`src/rtl/ithc_pkg.sv`:
```
// shared types, codes and constants of the ipv4 transport header classifier
package ithc_pkg;

	// default depth of the frame record queue between front and back
	localparam int QUEUE_DEPTH_DEF = 2;

	// link types
	localparam logic [1:0] LINK_ETH  = 2'd0;
	localparam logic [1:0] LINK_RAW  = 2'd1;
	localparam logic [1:0] LINK_NULL = 2'd2;
	localparam logic [1:0] LINK_SLL  = 2'd3;

	// ip header offsets per link type
	localparam logic [4:0] OFF_ETH  = 5'd14;
	localparam logic [4:0] OFF_VLAN = 5'd18;
	localparam logic [4:0] OFF_RAW  = 5'd0;
	localparam logic [4:0] OFF_NULL = 5'd4;
	localparam logic [4:0] OFF_SLL  = 5'd16;

	// ethernet type field positions and values
	localparam logic [6:0]  POS_ETYPE_HI = 7'd12;
	localparam logic [6:0]  POS_ETYPE_LO = 7'd13;
	localparam logic [15:0] ETYPE_IPV4   = 16'h0800;
	localparam logic [15:0] ETYPE_VLAN   = 16'h8100;

	// ip header byte positions relative to its start
	localparam logic [6:0] REL_IHL      = 7'd0;
	localparam logic [6:0] REL_TLEN_HI  = 7'd2;
	localparam logic [6:0] REL_TLEN_LO  = 7'd3;
	localparam logic [6:0] REL_FRAG_HI  = 7'd6;
	localparam logic [6:0] REL_FRAG_LO  = 7'd7;
	localparam logic [6:0] REL_PROTO    = 7'd9;
	localparam logic [6:0] REL_TCP_DOFF = 7'd12;

	// byte position saturates here
	localparam logic [6:0] POS_MAX = 7'd127;

	localparam logic [3:0] MIN_IHL = 4'd5;
	localparam logic [7:0] PROTO_ICMP = 8'd1;
	localparam logic [7:0] PROTO_TCP  = 8'd6;
	localparam logic [7:0] PROTO_UDP  = 8'd17;
	localparam logic [7:0] UDP_HDR_LEN  = 8'd8;
	localparam logic [7:0] ICMP_HDR_LEN = 8'd8;

	// verdict codes
	typedef enum logic [3:0] {
		V_TCP        = 4'd0,
		V_UDP        = 4'd1,
		V_ICMP       = 4'd2,
		V_OTHER_IP   = 4'd3,
		V_SHORT_ETH  = 4'd4,
		V_NON_IP     = 4'd5,
		V_FRAGMENT   = 4'd6,
		V_RSV_BIT    = 4'd7,
		V_BAD_IHL    = 4'd8,
		V_BAD_TCP_OFF = 4'd9,
		V_TCP_LEN    = 4'd10,
		V_UDP_LEN    = 4'd11,
		V_ICMP_LEN   = 4'd12,
		V_TRUNCATED  = 4'd13
	} verdict_t;

	// everything captured from one frame, handed from front to back
	typedef struct packed {
		logic        is_eth;
		logic [7:0]  frame_len;
		logic [4:0]  link_off;
		logic [15:0] ether_type;
		logic [3:0]  ip_words;
		logic [15:0] total_len;
		logic [15:0] frag_word;
		logic [7:0]  proto;
		logic [3:0]  tcp_words;
	} frame_rec_t;

endpackage

```
`src/rtl/ithc_front.sv`:
```
// front end: takes frame bytes, captures header fields, emits one record per frame
module ithc_front (
	input  logic                clk,
	input  logic                arst_n,
	input  logic [1:0]          link_type,
	input  logic                in_valid,
	output logic                in_stall,
	input  logic [7:0]          data_byte,
	input  logic                frame_last,
	input  logic                q_full,
	output logic                push,
	output ithc_pkg::frame_rec_t rec
);
	import ithc_pkg::*;

	logic [6:0]  pos_q;
	logic [15:0] ether_type_q;
	logic [3:0]  ip_words_q;
	logic [15:0] total_len_q;
	logic [15:0] frag_word_q;
	logic [7:0]  proto_q;
	logic [3:0]  tcp_words_q;

	logic [15:0] et_n;
	logic [3:0]  iw_n;
	logic [15:0] tl_n;
	logic [15:0] fw_n;
	logic [7:0]  pr_n;
	logic [3:0]  tw_n;
	logic [4:0]  off_n;
	logic        is_eth;
	logic        in_ip;
	logic [6:0]  rel;
	logic [6:0]  tcp_rel;
	logic        accept;

	// a byte moves whenever the record queue has room
	assign in_stall = q_full;
	assign accept   = in_valid && !q_full;
	assign push     = accept && frame_last;
	assign is_eth   = (link_type == LINK_ETH);

	// ether type capture comes first, the offset follows from it
	always_comb begin
		et_n = ether_type_q;
		if (is_eth && pos_q == POS_ETYPE_HI) begin
			et_n[15:8] = data_byte;
		end
		if (is_eth && pos_q == POS_ETYPE_LO) begin
			et_n[7:0] = data_byte;
		end
		case (link_type)
			LINK_ETH:  off_n = (et_n == ETYPE_VLAN) ? OFF_VLAN : OFF_ETH;
			LINK_RAW:  off_n = OFF_RAW;
			LINK_NULL: off_n = OFF_NULL;
			LINK_SLL:  off_n = OFF_SLL;
			default:   off_n = OFF_SLL;
		endcase
	end

	// ip and tcp field capture at positions relative to the ip header
	assign in_ip   = !(is_eth && pos_q < {2'b00, OFF_ETH}) && (pos_q >= {2'b00, off_n});
	assign rel     = pos_q - {2'b00, off_n};
	assign tcp_rel = {1'b0, ip_words_q, 2'b00} + REL_TCP_DOFF;

	always_comb begin
		iw_n = ip_words_q;
		tl_n = total_len_q;
		fw_n = frag_word_q;
		pr_n = proto_q;
		tw_n = tcp_words_q;
		if (in_ip) begin
			case (rel)
				REL_IHL:     iw_n = data_byte[3:0];
				REL_TLEN_HI: tl_n[15:8] = data_byte;
				REL_TLEN_LO: tl_n[7:0] = data_byte;
				REL_FRAG_HI: fw_n[15:8] = data_byte;
				REL_FRAG_LO: fw_n[7:0] = data_byte;
				REL_PROTO:   pr_n = data_byte;
				default:     ;
			endcase
			if (rel == tcp_rel) begin
				tw_n = data_byte[7:4];
			end
		end
	end

	// record of the frame including its last byte
	always_comb begin
		rec.is_eth     = is_eth;
		rec.frame_len  = {1'b0, pos_q} + 8'd1;
		rec.link_off   = off_n;
		rec.ether_type = et_n;
		rec.ip_words   = iw_n;
		rec.total_len  = tl_n;
		rec.frag_word  = fw_n;
		rec.proto      = pr_n;
		rec.tcp_words  = tw_n;
	end

	// frame state, cleared after every last byte
	always_ff @(posedge clk or negedge arst_n) begin
		if (!arst_n) begin
			pos_q        <= '0;
			ether_type_q <= '0;
			ip_words_q   <= '0;
			total_len_q  <= '0;
			frag_word_q  <= '0;
			proto_q      <= '0;
			tcp_words_q  <= '0;
		end else if (accept) begin
			if (frame_last) begin
				pos_q        <= '0;
				ether_type_q <= '0;
				ip_words_q   <= '0;
				total_len_q  <= '0;
				frag_word_q  <= '0;
				proto_q      <= '0;
				tcp_words_q  <= '0;
			end else begin
				if (pos_q != POS_MAX) begin
					pos_q <= pos_q + 7'd1;
				end
				ether_type_q <= et_n;
				ip_words_q   <= iw_n;
				total_len_q  <= tl_n;
				frag_word_q  <= fw_n;
				proto_q      <= pr_n;
				tcp_words_q  <= tw_n;
			end
		end
	end

`ifndef SYNTHESIS
	// position counts up by one per byte until saturation
	assert property (@(posedge clk) disable iff (!arst_n)
		(accept && !frame_last && pos_q != POS_MAX) |=> (pos_q == $past(pos_q) + 7'd1))
		else $error("byte position did not advance");

	// a frame's last byte restarts the position
	assert property (@(posedge clk) disable iff (!arst_n)
		(accept && frame_last) |=> (pos_q == 7'd0 && ip_words_q == 4'd0))
		else $error("frame state not cleared after last byte");
`endif

endmodule

```
`src/rtl/ithc_queue.sv`:
```
// short queue of frame records between the front and the back
module ithc_queue #(
	parameter int DEPTH = ithc_pkg::QUEUE_DEPTH_DEF
) (
	input  logic                 clk,
	input  logic                 arst_n,
	input  logic                 push,
	input  ithc_pkg::frame_rec_t wr_rec,
	input  logic                 pop,
	output ithc_pkg::frame_rec_t rd_rec,
	output logic                 full,
	output logic                 empty
);
	import ithc_pkg::*;

	localparam int AW = (DEPTH > 1) ? $clog2(DEPTH) : 1;
	localparam int CW = $clog2(DEPTH + 1);

	frame_rec_t    mem_q [DEPTH];
	logic [AW-1:0] wr_ptr_q;
	logic [AW-1:0] rd_ptr_q;
	logic [CW-1:0] count_q;

	assign full   = (count_q == CW'(DEPTH));
	assign empty  = (count_q == '0);
	assign rd_rec = mem_q[rd_ptr_q];

	// storage write
	always_ff @(posedge clk) begin
		if (push) begin
			mem_q[wr_ptr_q] <= wr_rec;
		end
	end

	// pointers and fill count
	always_ff @(posedge clk or negedge arst_n) begin
		if (!arst_n) begin
			wr_ptr_q <= '0;
			rd_ptr_q <= '0;
			count_q  <= '0;
		end else begin
			if (push) begin
				wr_ptr_q <= (wr_ptr_q == AW'(DEPTH - 1)) ? '0 : wr_ptr_q + AW'(1);
			end
			if (pop) begin
				rd_ptr_q <= (rd_ptr_q == AW'(DEPTH - 1)) ? '0 : rd_ptr_q + AW'(1);
			end
			if (push && !pop) begin
				count_q <= count_q + CW'(1);
			end else if (pop && !push) begin
				count_q <= count_q - CW'(1);
			end
		end
	end

`ifndef SYNTHESIS
	// no write into a full queue
	assert property (@(posedge clk) disable iff (!arst_n) full |-> !push)
		else $error("push into full record queue");

	// no read from an empty queue
	assert property (@(posedge clk) disable iff (!arst_n) empty |-> !pop)
		else $error("pop from empty record queue");
`endif

endmodule

```
`src/rtl/ithc_back.sv`:
```
// back end: turns a frame record into a verdict and holds it in the output register
module ithc_back (
	input  logic                 clk,
	input  logic                 arst_n,
	input  logic                 q_empty,
	output logic                 pop,
	input  ithc_pkg::frame_rec_t rec,
	output logic                 out_valid,
	input  logic                 out_stall,
	output logic [3:0]           verdict,
	output logic [15:0]          transport_len,
	output logic [5:0]           ip_header_bytes,
	output logic [7:0]           protocol,
	output logic [4:0]           link_offset
);
	import ithc_pkg::*;

	logic        out_valid_q;
	logic [3:0]  verdict_q;
	logic [15:0] transport_len_q;
	logic [5:0]  hdr_bytes_q;
	logic [7:0]  protocol_q;
	logic [4:0]  link_off_q;

	logic [7:0]  len;
	logic [7:0]  off8;
	logic [5:0]  hdr6;
	logic [7:0]  hdr8;
	logic [4:0]  tcp_words_sum;
	logic [6:0]  tcp_hdr_bytes;
	logic [15:0] tcp_hdr16;
	logic [15:0] udp_need;
	logic [15:0] icmp_need;
	logic [15:0] hdr16;
	logic [7:0]  tcp_need;

	logic        short_eth;
	logic        non_ip;
	logic        trunc_frag;
	logic        fragment;
	logic        rsv_bit;
	logic        bad_ihl;
	logic        trunc_proto;
	logic        trunc_tcp;

	verdict_t    vd;
	logic [15:0] pay;
	logic [4:0]  off_o;

	// take a record whenever the output register is free or being drained
	assign pop = !q_empty && (!out_valid_q || !out_stall);

	// header sizes and length needs
	assign len           = rec.frame_len;
	assign off8          = {3'b000, rec.link_off};
	assign hdr6          = {rec.ip_words, 2'b00};
	assign hdr8          = {2'b00, hdr6};
	assign hdr16         = {10'd0, hdr6};
	assign tcp_words_sum = {1'b0, rec.ip_words} + {1'b0, rec.tcp_words};
	assign tcp_hdr_bytes = {tcp_words_sum, 2'b00};
	assign tcp_hdr16     = {9'd0, tcp_hdr_bytes};
	assign udp_need      = hdr16 + {8'd0, UDP_HDR_LEN};
	assign icmp_need     = hdr16 + {8'd0, ICMP_HDR_LEN};
	assign tcp_need      = off8 + hdr8 + 8'd13;

	// individual checks, all side by side
	assign short_eth   = rec.is_eth && (len < {3'b000, OFF_ETH});
	assign non_ip      = rec.is_eth && (rec.ether_type != ETYPE_IPV4)
		&& (rec.ether_type != ETYPE_VLAN);
	assign trunc_frag  = len < off8 + 8'd8;
	assign fragment    = (rec.frag_word != 16'd0) && !rec.frag_word[14];
	assign rsv_bit     = rec.frag_word[15];
	assign bad_ihl     = rec.ip_words < MIN_IHL;
	assign trunc_proto = len < off8 + 8'd10;
	assign trunc_tcp   = len < tcp_need;

	// checks in priority order
	always_comb begin
		vd    = V_OTHER_IP;
		pay   = '0;
		off_o = rec.link_off;
		if (short_eth) begin
			vd    = V_SHORT_ETH;
			off_o = '0;
		end else if (non_ip) begin
			vd    = V_NON_IP;
			off_o = '0;
		end else if (trunc_frag) begin
			vd = V_TRUNCATED;
		end else if (fragment) begin
			vd = V_FRAGMENT;
		end else if (rsv_bit) begin
			vd = V_RSV_BIT;
		end else if (bad_ihl) begin
			vd = V_BAD_IHL;
		end else if (trunc_proto) begin
			vd = V_TRUNCATED;
		end else if (rec.proto == PROTO_TCP) begin
			if (trunc_tcp) begin
				vd = V_TRUNCATED;
			end else if (rec.tcp_words < MIN_IHL) begin
				vd = V_BAD_TCP_OFF;
			end else if (tcp_hdr16 > rec.total_len) begin
				vd = V_TCP_LEN;
			end else begin
				vd  = V_TCP;
				pay = rec.total_len - tcp_hdr16;
			end
		end else if (rec.proto == PROTO_UDP) begin
			if (udp_need > rec.total_len) begin
				vd = V_UDP_LEN;
			end else begin
				vd  = V_UDP;
				pay = rec.total_len - udp_need;
			end
		end else if (rec.proto == PROTO_ICMP) begin
			if (icmp_need > rec.total_len) begin
				vd = V_ICMP_LEN;
			end else begin
				vd  = V_ICMP;
				pay = rec.total_len - icmp_need;
			end
		end else begin
			vd  = V_OTHER_IP;
			pay = rec.total_len - hdr16;
		end
	end

	// output register valid flag
	always_ff @(posedge clk or negedge arst_n) begin
		if (!arst_n) begin
			out_valid_q <= 1'b0;
		end else if (pop) begin
			out_valid_q <= 1'b1;
		end else if (!out_stall) begin
			out_valid_q <= 1'b0;
		end
	end

	// output register payload
	always_ff @(posedge clk) begin
		if (pop) begin
			verdict_q       <= vd;
			transport_len_q <= pay;
			hdr_bytes_q     <= hdr6;
			protocol_q      <= rec.proto;
			link_off_q      <= off_o;
		end
	end

	assign out_valid       = out_valid_q;
	assign verdict         = verdict_q;
	assign transport_len   = transport_len_q;
	assign ip_header_bytes = hdr_bytes_q;
	assign protocol        = protocol_q;
	assign link_offset     = link_off_q;

`ifndef SYNTHESIS
	// payload length only for classified ip transactions
	assert property (@(posedge clk) disable iff (!arst_n)
		(out_valid_q && verdict_q > 4'(V_OTHER_IP)) |-> (transport_len_q == 16'd0))
		else $error("payload length set on an error verdict");

	// no link offset when the frame never reached ip
	assert property (@(posedge clk) disable iff (!arst_n)
		(out_valid_q && (verdict_q == 4'(V_SHORT_ETH) || verdict_q == 4'(V_NON_IP)))
		|-> (link_off_q == 5'd0))
		else $error("link offset set on a non-ip verdict");
`endif

endmodule

```
`src/rtl/ipv4_transport_header_classifier_core.sv`:
```
// top level of the ipv4 transport header classifier
// The block takes one frame byte per cycle and gives one verdict transaction for each byte
// flagged frame_last once accepted, via the record queue and output register. The front
// captures header fields as bytes arrive; on a frame's last byte it writes a record into a
// QUEUE_DEPTH-entry queue, which the user must keep at least 2 deep (the block does not
// enforce it); the back classifies one record per cycle whenever the output register is
// free or drained. Bytes are taken every cycle while the queue has room; in_stall rises
// only when the queue is full, which happens only if the output side stalls. link_type is
// written through cfg_wr_en/cfg_wr_data and must only change while no frame is in progress.
module ipv4_transport_header_classifier_core #(
	parameter int QUEUE_DEPTH = ithc_pkg::QUEUE_DEPTH_DEF
) (
	input  logic        clk,
	input  logic        arst_n,
	input  logic        cfg_wr_en,
	input  logic [1:0]  cfg_wr_data,
	input  logic        in_valid,
	output logic        in_stall,
	input  logic [7:0]  data_byte,
	input  logic        frame_last,
	output logic        out_valid,
	input  logic        out_stall,
	output logic [3:0]  verdict,
	output logic [15:0] transport_len,
	output logic [5:0]  ip_header_bytes,
	output logic [7:0]  protocol,
	output logic [4:0]  link_offset
);
	import ithc_pkg::*;

	logic [1:0] link_type_q;
	logic       push;
	logic       pop;
	logic       q_full;
	logic       q_empty;
	frame_rec_t wr_rec;
	frame_rec_t rd_rec;

	// link type register
	always_ff @(posedge clk or negedge arst_n) begin
		if (!arst_n) begin
			link_type_q <= LINK_ETH;
		end else if (cfg_wr_en) begin
			link_type_q <= cfg_wr_data;
		end
	end

	// byte capture
	ithc_front u_front (
		.clk        (clk),
		.arst_n     (arst_n),
		.link_type  (link_type_q),
		.in_valid   (in_valid),
		.in_stall   (in_stall),
		.data_byte  (data_byte),
		.frame_last (frame_last),
		.q_full     (q_full),
		.push       (push),
		.rec        (wr_rec)
	);

	// record queue
	ithc_queue #(
		.DEPTH (QUEUE_DEPTH)
	) u_queue (
		.clk    (clk),
		.arst_n (arst_n),
		.push   (push),
		.wr_rec (wr_rec),
		.pop    (pop),
		.rd_rec (rd_rec),
		.full   (q_full),
		.empty  (q_empty)
	);

	// classification and output register
	ithc_back u_back (
		.clk             (clk),
		.arst_n          (arst_n),
		.q_empty         (q_empty),
		.pop             (pop),
		.rec             (rd_rec),
		.out_valid       (out_valid),
		.out_stall       (out_stall),
		.verdict         (verdict),
		.transport_len   (transport_len),
		.ip_header_bytes (ip_header_bytes),
		.protocol        (protocol),
		.link_offset     (link_offset)
	);

endmodule

```
`config.mk`:
```
export PLATFORM = sky130hd
export DESIGN_NAME = ipv4_transport_header_classifier_core
export DESIGN_NICKNAME = d
export VERILOG_FILES = /design/src/rtl/ithc_pkg.sv /design/src/rtl/ithc_front.sv /design/src/rtl/ithc_queue.sv /design/src/rtl/ithc_back.sv /design/src/rtl/ipv4_transport_header_classifier_core.sv
export SDC_FILE = /design/constraint.sdc
export NUM_CORES = 1
export LEC_CHECK = 0
export BUFFER_PORTS_ARGS = -buffer_cell sky130_fd_sc_hd__buf_4
export CAP_MARGIN = 20
export CORE_MARGIN = 1.5
export CORE_UTILIZATION = 60
export CTS_BUF_LIST = sky130_fd_sc_hd__clkbuf_4 sky130_fd_sc_hd__clkbuf_8
export CTS_CLUSTER_DIAMETER = 200
export DETAILED_ROUTE_END_ITERATION = 8
export PLACE_DENSITY = 0.88
export RECOVER_POWER = 25
export SKIP_CTS_REPAIR_TIMING = 1
export SYNTH_ARGS = -nofsm -noshare
export SYNTH_HDL_FRONTEND = slang
export SYNTH_SLANG_ARGS = --single-unit
```
`constraint.sdc`:
```
create_clock -name clk -period 13.3 [get_ports clk]
set_input_delay 0.665 -clock clk [delete_from_list [all_inputs] [get_ports clk]]
set_output_delay 0.665 -clock clk [all_outputs]
set_load 0.05 [all_outputs]
```
==> metrics.cfg, run 1 <==
[timing]
period_needed_ns=6.34
period_share_pct=47.7
tightest_slew_ns=3.04
max_freq_mhz=158
finalHoldViolCount=0
rsz0062_at_grt=no
finClkSkew_ns=0.0231
fin_setup_tns_ns=0
setup_viol=0
report.final.slew_viol_count=94
slew_headroom_pct=-103

[job]
drv_cap=2

[power_and_ir_drop]
leakage_uw=0.00575
ir_drop_v=0.000159
p_per_area_nw_per_um2=233

[worst_hold_path]
min_path_type=in2reg
hold_end=u_back.out_valid
whs_path_depth=3
worstHoldStart=out_stall

[synthesis]
synth_cells=1139
syn_area_per_cell_um2=11.7
synth_area_um2=13300
synth_top_cell_by_area=edfxtp_1
synth-xor-area-share_pct=2.30
synth.top_cells.by_area=edfxtp_1 (42%), dfrtp_1 (15%), ha_1 (4.8%)
synth_compound_area_share_pct=13.9
synthMuxAreaShare_pct=4.78
ys_seq_area_share_pct=57.1
ys_ff_latch=266
synth.distinct_cells=78
synth_edf_count=188
synthSimpleGateAreaFrac_pct=13.0
synth.top_cells.by_count=edfxtp_1 (188), nand2_1 (138), o21ai_0 (93)
synth_top_family_by_area=compound AO/OA/AOI/OAI gates
synth_flop_cell=edfxtp_1
ys.warnings.count=0
synth-async-reset-ratio_pct=29.3
synth_adder_area_share_pct=5.70
synth_top_cell_area_share_pct=42.4
synth_most_common_cell=edfxtp_1

[placed_design]
dpl_cell_area_um2=13900
gp_congestion=0.938
dp_hpwl_um=21300
io_buffers=53

[floorplanning]
core-area_um2=21800
die-area_um2=23100
ios=57
num_rows=54
fp.dieH_um=152
start_util_pct=61.2
die_x_um=152

[setup_path]
crit_path_cell_trace=nor3_1 > nand4_1 > nand2_1 > o21ai_0 > nor4_1 > nand3_1 > o21bai_1 > ha_1 > nor2b_1 > o21a_1 > or4_1 > a32oi_1 > nand3_1 > nand2_1 > o21ai_0
start_kind=register
cp.arrival_ns=6.57
cp-end-kind=register
ff2ff_path_depth=15
reg2reg_slack_ns=6.96
crit_family=simple AND/OR/NAND/NOR gates
r2r_end=u_queue.mem_q[1][12]
slowest_delay_ns=0.75
crit_fanout=16
required_ns=13.53
critPathSlowestCell=a32oi_1
path_class=reg2reg
crit_buf_inv=0
r2r_start=link_type_q[1]

[route]
drtAntennaViolNets=0
drtIter0Drc=1011
wl_per_cell_um=20.8
vias=9596
wl_um=31400
drc=0
vias_per_cell=6.36
firstDrtPassIters=5

[clocking]
path_clk_slew_ns=0.07
cts_root_buffer=clkbuf_8
clk_latency_ns=0.55
numClockSinks=266
clockBufferDepth=3
h-tree-depth=2
cts_buffers=43
cts_tree=yes

[status]
failed_checks=capacitance limit, slew limit
status=complete, but fails checks

[cells_and_area]
multi_input_area_um2=5300
final_nets=1271
diodes=0
syn_to_final_growth_pct=10.7
register_area_um2=7600
drive_above_1_share_pct=15.2
fillers=1538
final_area_um2=14700

[grt]
antenna_found_initial=0
grt_pass1_vias=9384
globalRouteTotalUtil_pct=27.0
grt-ovfl-total=0
grt_pass1_wl_um=49400
grt_max_degree=79

==> state kept, by name (all words and copies together), names as in the netlist, 7 cells and up <==
signal                cells
u_front.pos_q             7
u_back.protocol           8
u_front.total_len_q      16
u_front.frag_word_q      16
u_back.transport_len     16
u_front.proto_q           8
u_front.ether_type_q     16
u_queue.mem_q           152
==> worst max-delay path by stage <==
| stage | from | slack (ns) | endpoint | cells after the start |
|---|---|---|---|---|
| floorplan | in_valid | 8.42 | u_queue.mem_q[0][0] | 4 |
| global placement | u_queue.rd_ptr_q | 7.52 | u_back.transport_len[10] | 16 |
| detailed placement | link_type_q[1] | 7.13 | u_queue.mem_q[0][6] | 15 |
| CTS | link_type_q[1] | 7.10 | u_queue.mem_q[0][42] | 15 |
| global route | link_type_q[1] | 6.54 | u_queue.mem_q[1][37] | 15 |
| finish | link_type_q[1] | 6.96 | u_queue.mem_q[1][12] | 15 |
==> report_power, final <==
group	total (uW)	switching, uW	leakage [uW]	internal (uW)
Sequential	1270	107	0.00282	1160
Clock	689	312	0.000446	377
Combinational	1470	923	0.00249	550
==> logic make-up (layout without fill, tap and decap cells) <==
kind of cell	Yosys count	after routing
muxes	59	59
other	2	4
DFF	266	266
adders and majority gates	57	57
AOI/OAI and AO/OA	270	270
and+or+nand+nor	351	351
buffers and inverters	99	187
xor gates and xnor gates	35	35
==> cell type report <==
type / count / area share [%]
clock buffer: 59 / 4.96
multi-input combinational: 776 / 36.0
inverter: 50 / 1.27
sequential: 266 / 51.6
clock inverter: 17 / 0.756
tap: 280 / 2.38
timing repair buffer: 61 / 3.06
==> metrics by stage <==
stage | instances | utilization (%) | total power (uW) | hold WS (ns) | worst slack [ns]
after floorplan | 1141 | - | 2370 | 0.369 | 8.42
after CTS | 1507 | 67.6 | 3420 | 0.321 | 7.10
after global routing | 1509 | 67.7 | 3640 | 0.347 | 6.54
final | 1509 | 67.7 | 3430 | 0.341 | 6.96
after detailed placement | 1431 | 63.8 | 2730 | 0.471 | 7.13
after global placement | 1431 | 63.8 | 2660 | 0.466 | 7.52
==> worst reg2reg max path: cells and delay by family (launching register included) <==
kind / cells / cell delay [ns]
AO/OA/AOI/OAI: 5 / 1.67
adder cells (fa/ha/maj): 1 / 0.31
AND/OR/NAND/NOR: 9 / 3.64
flip-flops: 1 / 0.43
==> cells in the final DEF, fill, tap and decap left out, drive strengths merged, types with 6 or more instances in the layout <==
master and n:
a211oi 9, a21o 7, a21oi 37, a22o 10
a22oi 11, a32o 8, and2 7, buf 58
clkbuf 62, clkinv 13, dfrtp 78, edfxtp 188
fa 6, ha 51, inv 51, mux2 33
mux2i 26, nand2 139, nand2b 15, nand3 11
nand3b 8, nand4 11, nor2 69, nor2b 13
nor3 26, nor3b 6, nor4 15, o21a 8
o21ai 94, o221ai 42, o22ai 6, or2 8
xnor2 27, xor2 8
==> layer usage <==
metal,share of wire [%],vias to the layer above,GRT usage [%]
met3,8.1,99,4.82
li1,-,4384,-
met1,39,4614,35.1
met2,48,499,44.3
met5,0,-,0
met4,4.2,0,12.6
Note: power is estimated with default switching activity, not from simulation.
==> run 2, diff against run 1 <==
clock period = 6 ns   (was 13.3 ns; I/O delays follow)
==> metrics.cfg, run 2 (synthesis gave the netlist of run 1 again) <==
[route]
drtAntennaViolNets=0  ; unchanged
wl_per_cell_um=20.4  ; was 20.8 um
wl_um=31000  ; was 31400 um
drtIter0Drc=1006  ; was 1011
firstDrtPassIters=6  ; was 5
vias=9574  ; was 9596
vias_per_cell=6.31  ; was 6.36
drc=0  ; unchanged

[power_and_ir_drop]
p_clk_share_pct=20.3  ; was 20.1%
p_sw_share_pct=39.3  ; was 39.1%
p_sw_uw=2960  ; was 1340 uW
intPower_uw=4570  ; was 2090 uW
p_per_area_nw_per_um2=513  ; was 233 nW/um2
power_frac_seq_pct=37.2  ; was 37.0%
leakage_uw=0.00566  ; was 0.00575 uW
power_frac_comb_pct=42.5  ; was 43.0%
ir_drop_v=0.000338  ; was 0.000159 V

[floorplanning]
start_util_pct=61.2  ; unchanged
num_rows=54  ; unchanged
ios=57  ; unchanged
fp.dieH_um=152  ; unchanged
core-area_um2=21800  ; unchanged
die_x_um=152  ; unchanged
die-area_um2=23100  ; unchanged

[grt]
grt_max_degree=79  ; unchanged
grt_pass1_wl_um=48600  ; was 49400 um
antenna_found_initial=0  ; unchanged
grt-ovfl-total=0  ; unchanged
globalRouteTotalUtil_pct=26.4  ; was 27.0%
grt_pass1_vias=9418  ; was 9384

[clocking]
cts_tree=yes  ; unchanged
h-tree-depth=2  ; unchanged
cts_root_buffer=clkbuf_8  ; unchanged
numClockSinks=266  ; unchanged
clockBufferDepth=3  ; unchanged
cts_buffers=41  ; was 43
clk_latency_ns=0.55  ; about the same
path_clk_slew_ns=0.07  ; about the same

[cells_and_area]
mostFrequentLayoutCells=edfxtp_1 (188), nand2_1 (137), o21ai_0 (93)  ; unchanged
largest_reg_flops=152  ; unchanged
drive_above_1_share_pct=12.8  ; was 15.2%
top_register=u_queue.mem_q  ; unchanged
mostFrequentLayoutCell=edfxtp_1  ; unchanged
final_nets=1278  ; was 1271
syn_to_final_growth_pct=10.2  ; was 10.7%
final_cell_count_no_fill=1518  ; was 1509
diodes=0  ; unchanged

[setup_path]
start_kind=register  ; unchanged
r2r_start=u_queue.rd_ptr_q  ; was link_type_q[1]
crit_family=compound AO/OA/AOI/OAI gates  ; was simple AND/OR/NAND/NOR gates
crit_start=u_queue.rd_ptr_q  ; was link_type_q[1]
slowest_delay_ns=0.96  ; was 0.75 ns
crit_buf_inv=3  ; was 0
critPathSlowestCell=dfrtp_1  ; was a32oi_1
required_ns=6.37  ; was 13.53 ns
cp.arrival_ns=6.02  ; was 6.57 ns
crit_path_cell_trace=clkbuf_1 > mux2i_1 > inv_1 > ha_1 > nor3_1 > a22oi_1 > o221ai_1 > xnor2_1 > ha_1 > and4_1 > o21ai_0 > a2111oi_2 > buf_4 > a211oi_1 > or2_4 > o32ai_2  ; was nor3_1 > nand4_1 > nand2_1 > o21ai_0 > nor4_1 > nand3_1 > o21bai_1 > ha_1 > nor2b_1 > o21a_1 > or4_1 > a32oi_1 > nand3_1 > nand2_1 > o21ai_0
crit_fanout=24  ; was 16
reg2reg_slack_ns=0.35  ; was 6.96 ns
path_class=reg2reg  ; unchanged
cp-end-kind=register  ; unchanged
crit_path_frequent_cell=ha_1

[placed_design]
dp_hpwl_um=20900  ; was 21300 um
post-place-cells=1437  ; was 1431
io_buffers=53  ; unchanged
gp_congestion=0.971  ; was 0.938

[timing]
fin_setup_tns_ns=0  ; unchanged
period_needed_ns=5.65  ; was 6.34 ns
setup_viol=0  ; unchanged
rsz0062_at_grt=no  ; unchanged
slew_headroom_pct=-169  ; was -103%
finalHoldViolCount=0  ; unchanged
period_share_pct=94.2  ; was 47.7%
max_freq_mhz=177  ; was 158 MHz
report.final.slew_viol_count=71  ; was 94
tightest_slew_ns=4.03  ; was 3.04 ns
finClkSkew_ns=0.0232  ; was 0.0231 ns

[status]
failed_checks=capacitance limit, slew limit  ; unchanged
status=complete, but fails checks  ; unchanged

[worst_hold_path]
min_path_type=in2reg  ; unchanged
worstHoldStart=cfg_wr_en  ; was out_stall

[job]
drv_cap=1  ; was 2

[run 2: layer usage]
| layer | part of all wire, % | GRT usage [%] | wire length (um) |
|---|---|---|---|
| met5 | 0 | 0 | 0 |
| met2 | 47 | 42.9 | 14700 |
| met1 | 40 | 35.1 | 12400 |
| met4 | 4.0 | 11.3 | 1260 |
| met3 | 8.7 | 4.71 | 2710 |
[run 2: path summary, 6_finish.rpt]
check / end / depth (start not counted)
setup / recovery: u_back.transport_len[15] / 16
hold / removal: link_type_q[0] / 2
setup reg to reg: u_back.transport_len[15] / 16
hold reg to reg: u_front.frag_word_q[5] / 2
max in group asynchronous: u_front.pos_q[1] / 3
min in group asynchronous: u_front.ether_type_q[1] / 2
[run 2: power groups by stage]
| stage | Clock, uW | Sequential, uW | Combinational, uW |
|---|---|---|---|
| floorplan | 0 | 3120 | 2140 |
| global placement | 0 | 2800 | 3100 |
| detailed placement | 0 | 2830 | 3210 |
| CTS | 1540 | 2800 | 3240 |
| global route | 1630 | 2840 | 3490 |
| finish | 1530 | 2800 | 3200 |
[run 2: worst register-to-register path, cell delays in order (launching register included)]
cell,delay (ns)
dfrtp_1,0.96
clkbuf_1,0.73
mux2i_1,0.48
inv_1,0.23
ha_1,0.45
nor3_1,0.23
a22oi_1,0.09
o221ai_1,0.24
xnor2_1,0.10
ha_1,0.29
and4_1,0.17
o21ai_0,0.21
a2111oi_2,0.42
buf_4,0.25
a211oi_1,0.10
or2_4,0.28
o32ai_2,0.25
[run 2: stage by stage]
step                      cell area, um2  hold WS (ns)  setup WS [ns]  utilization, %  total power [uW]
after CTS                          14800       -0.0382          0.588            67.9              7580
after floorplan                    13300       0.00441           1.23               -              5260
final                              14700        0.0171          0.349            67.4              7530
after global routing               14700        0.0149         0.0815            67.4              7960
after detailed placement           13900         0.473          0.711            64.0              6040
after global placement             13900         0.463          0.973            64.0              5900
[run 2: area by class of cell]
cell class	instances	area [um2]
timing repair buffer	70	385
clock inverter	10	47.5
sequential	266	7600
clock buffer	66	802
inverter	50	188
multi-input combinational	776	5300
fill	1543	7090
tap	280	350
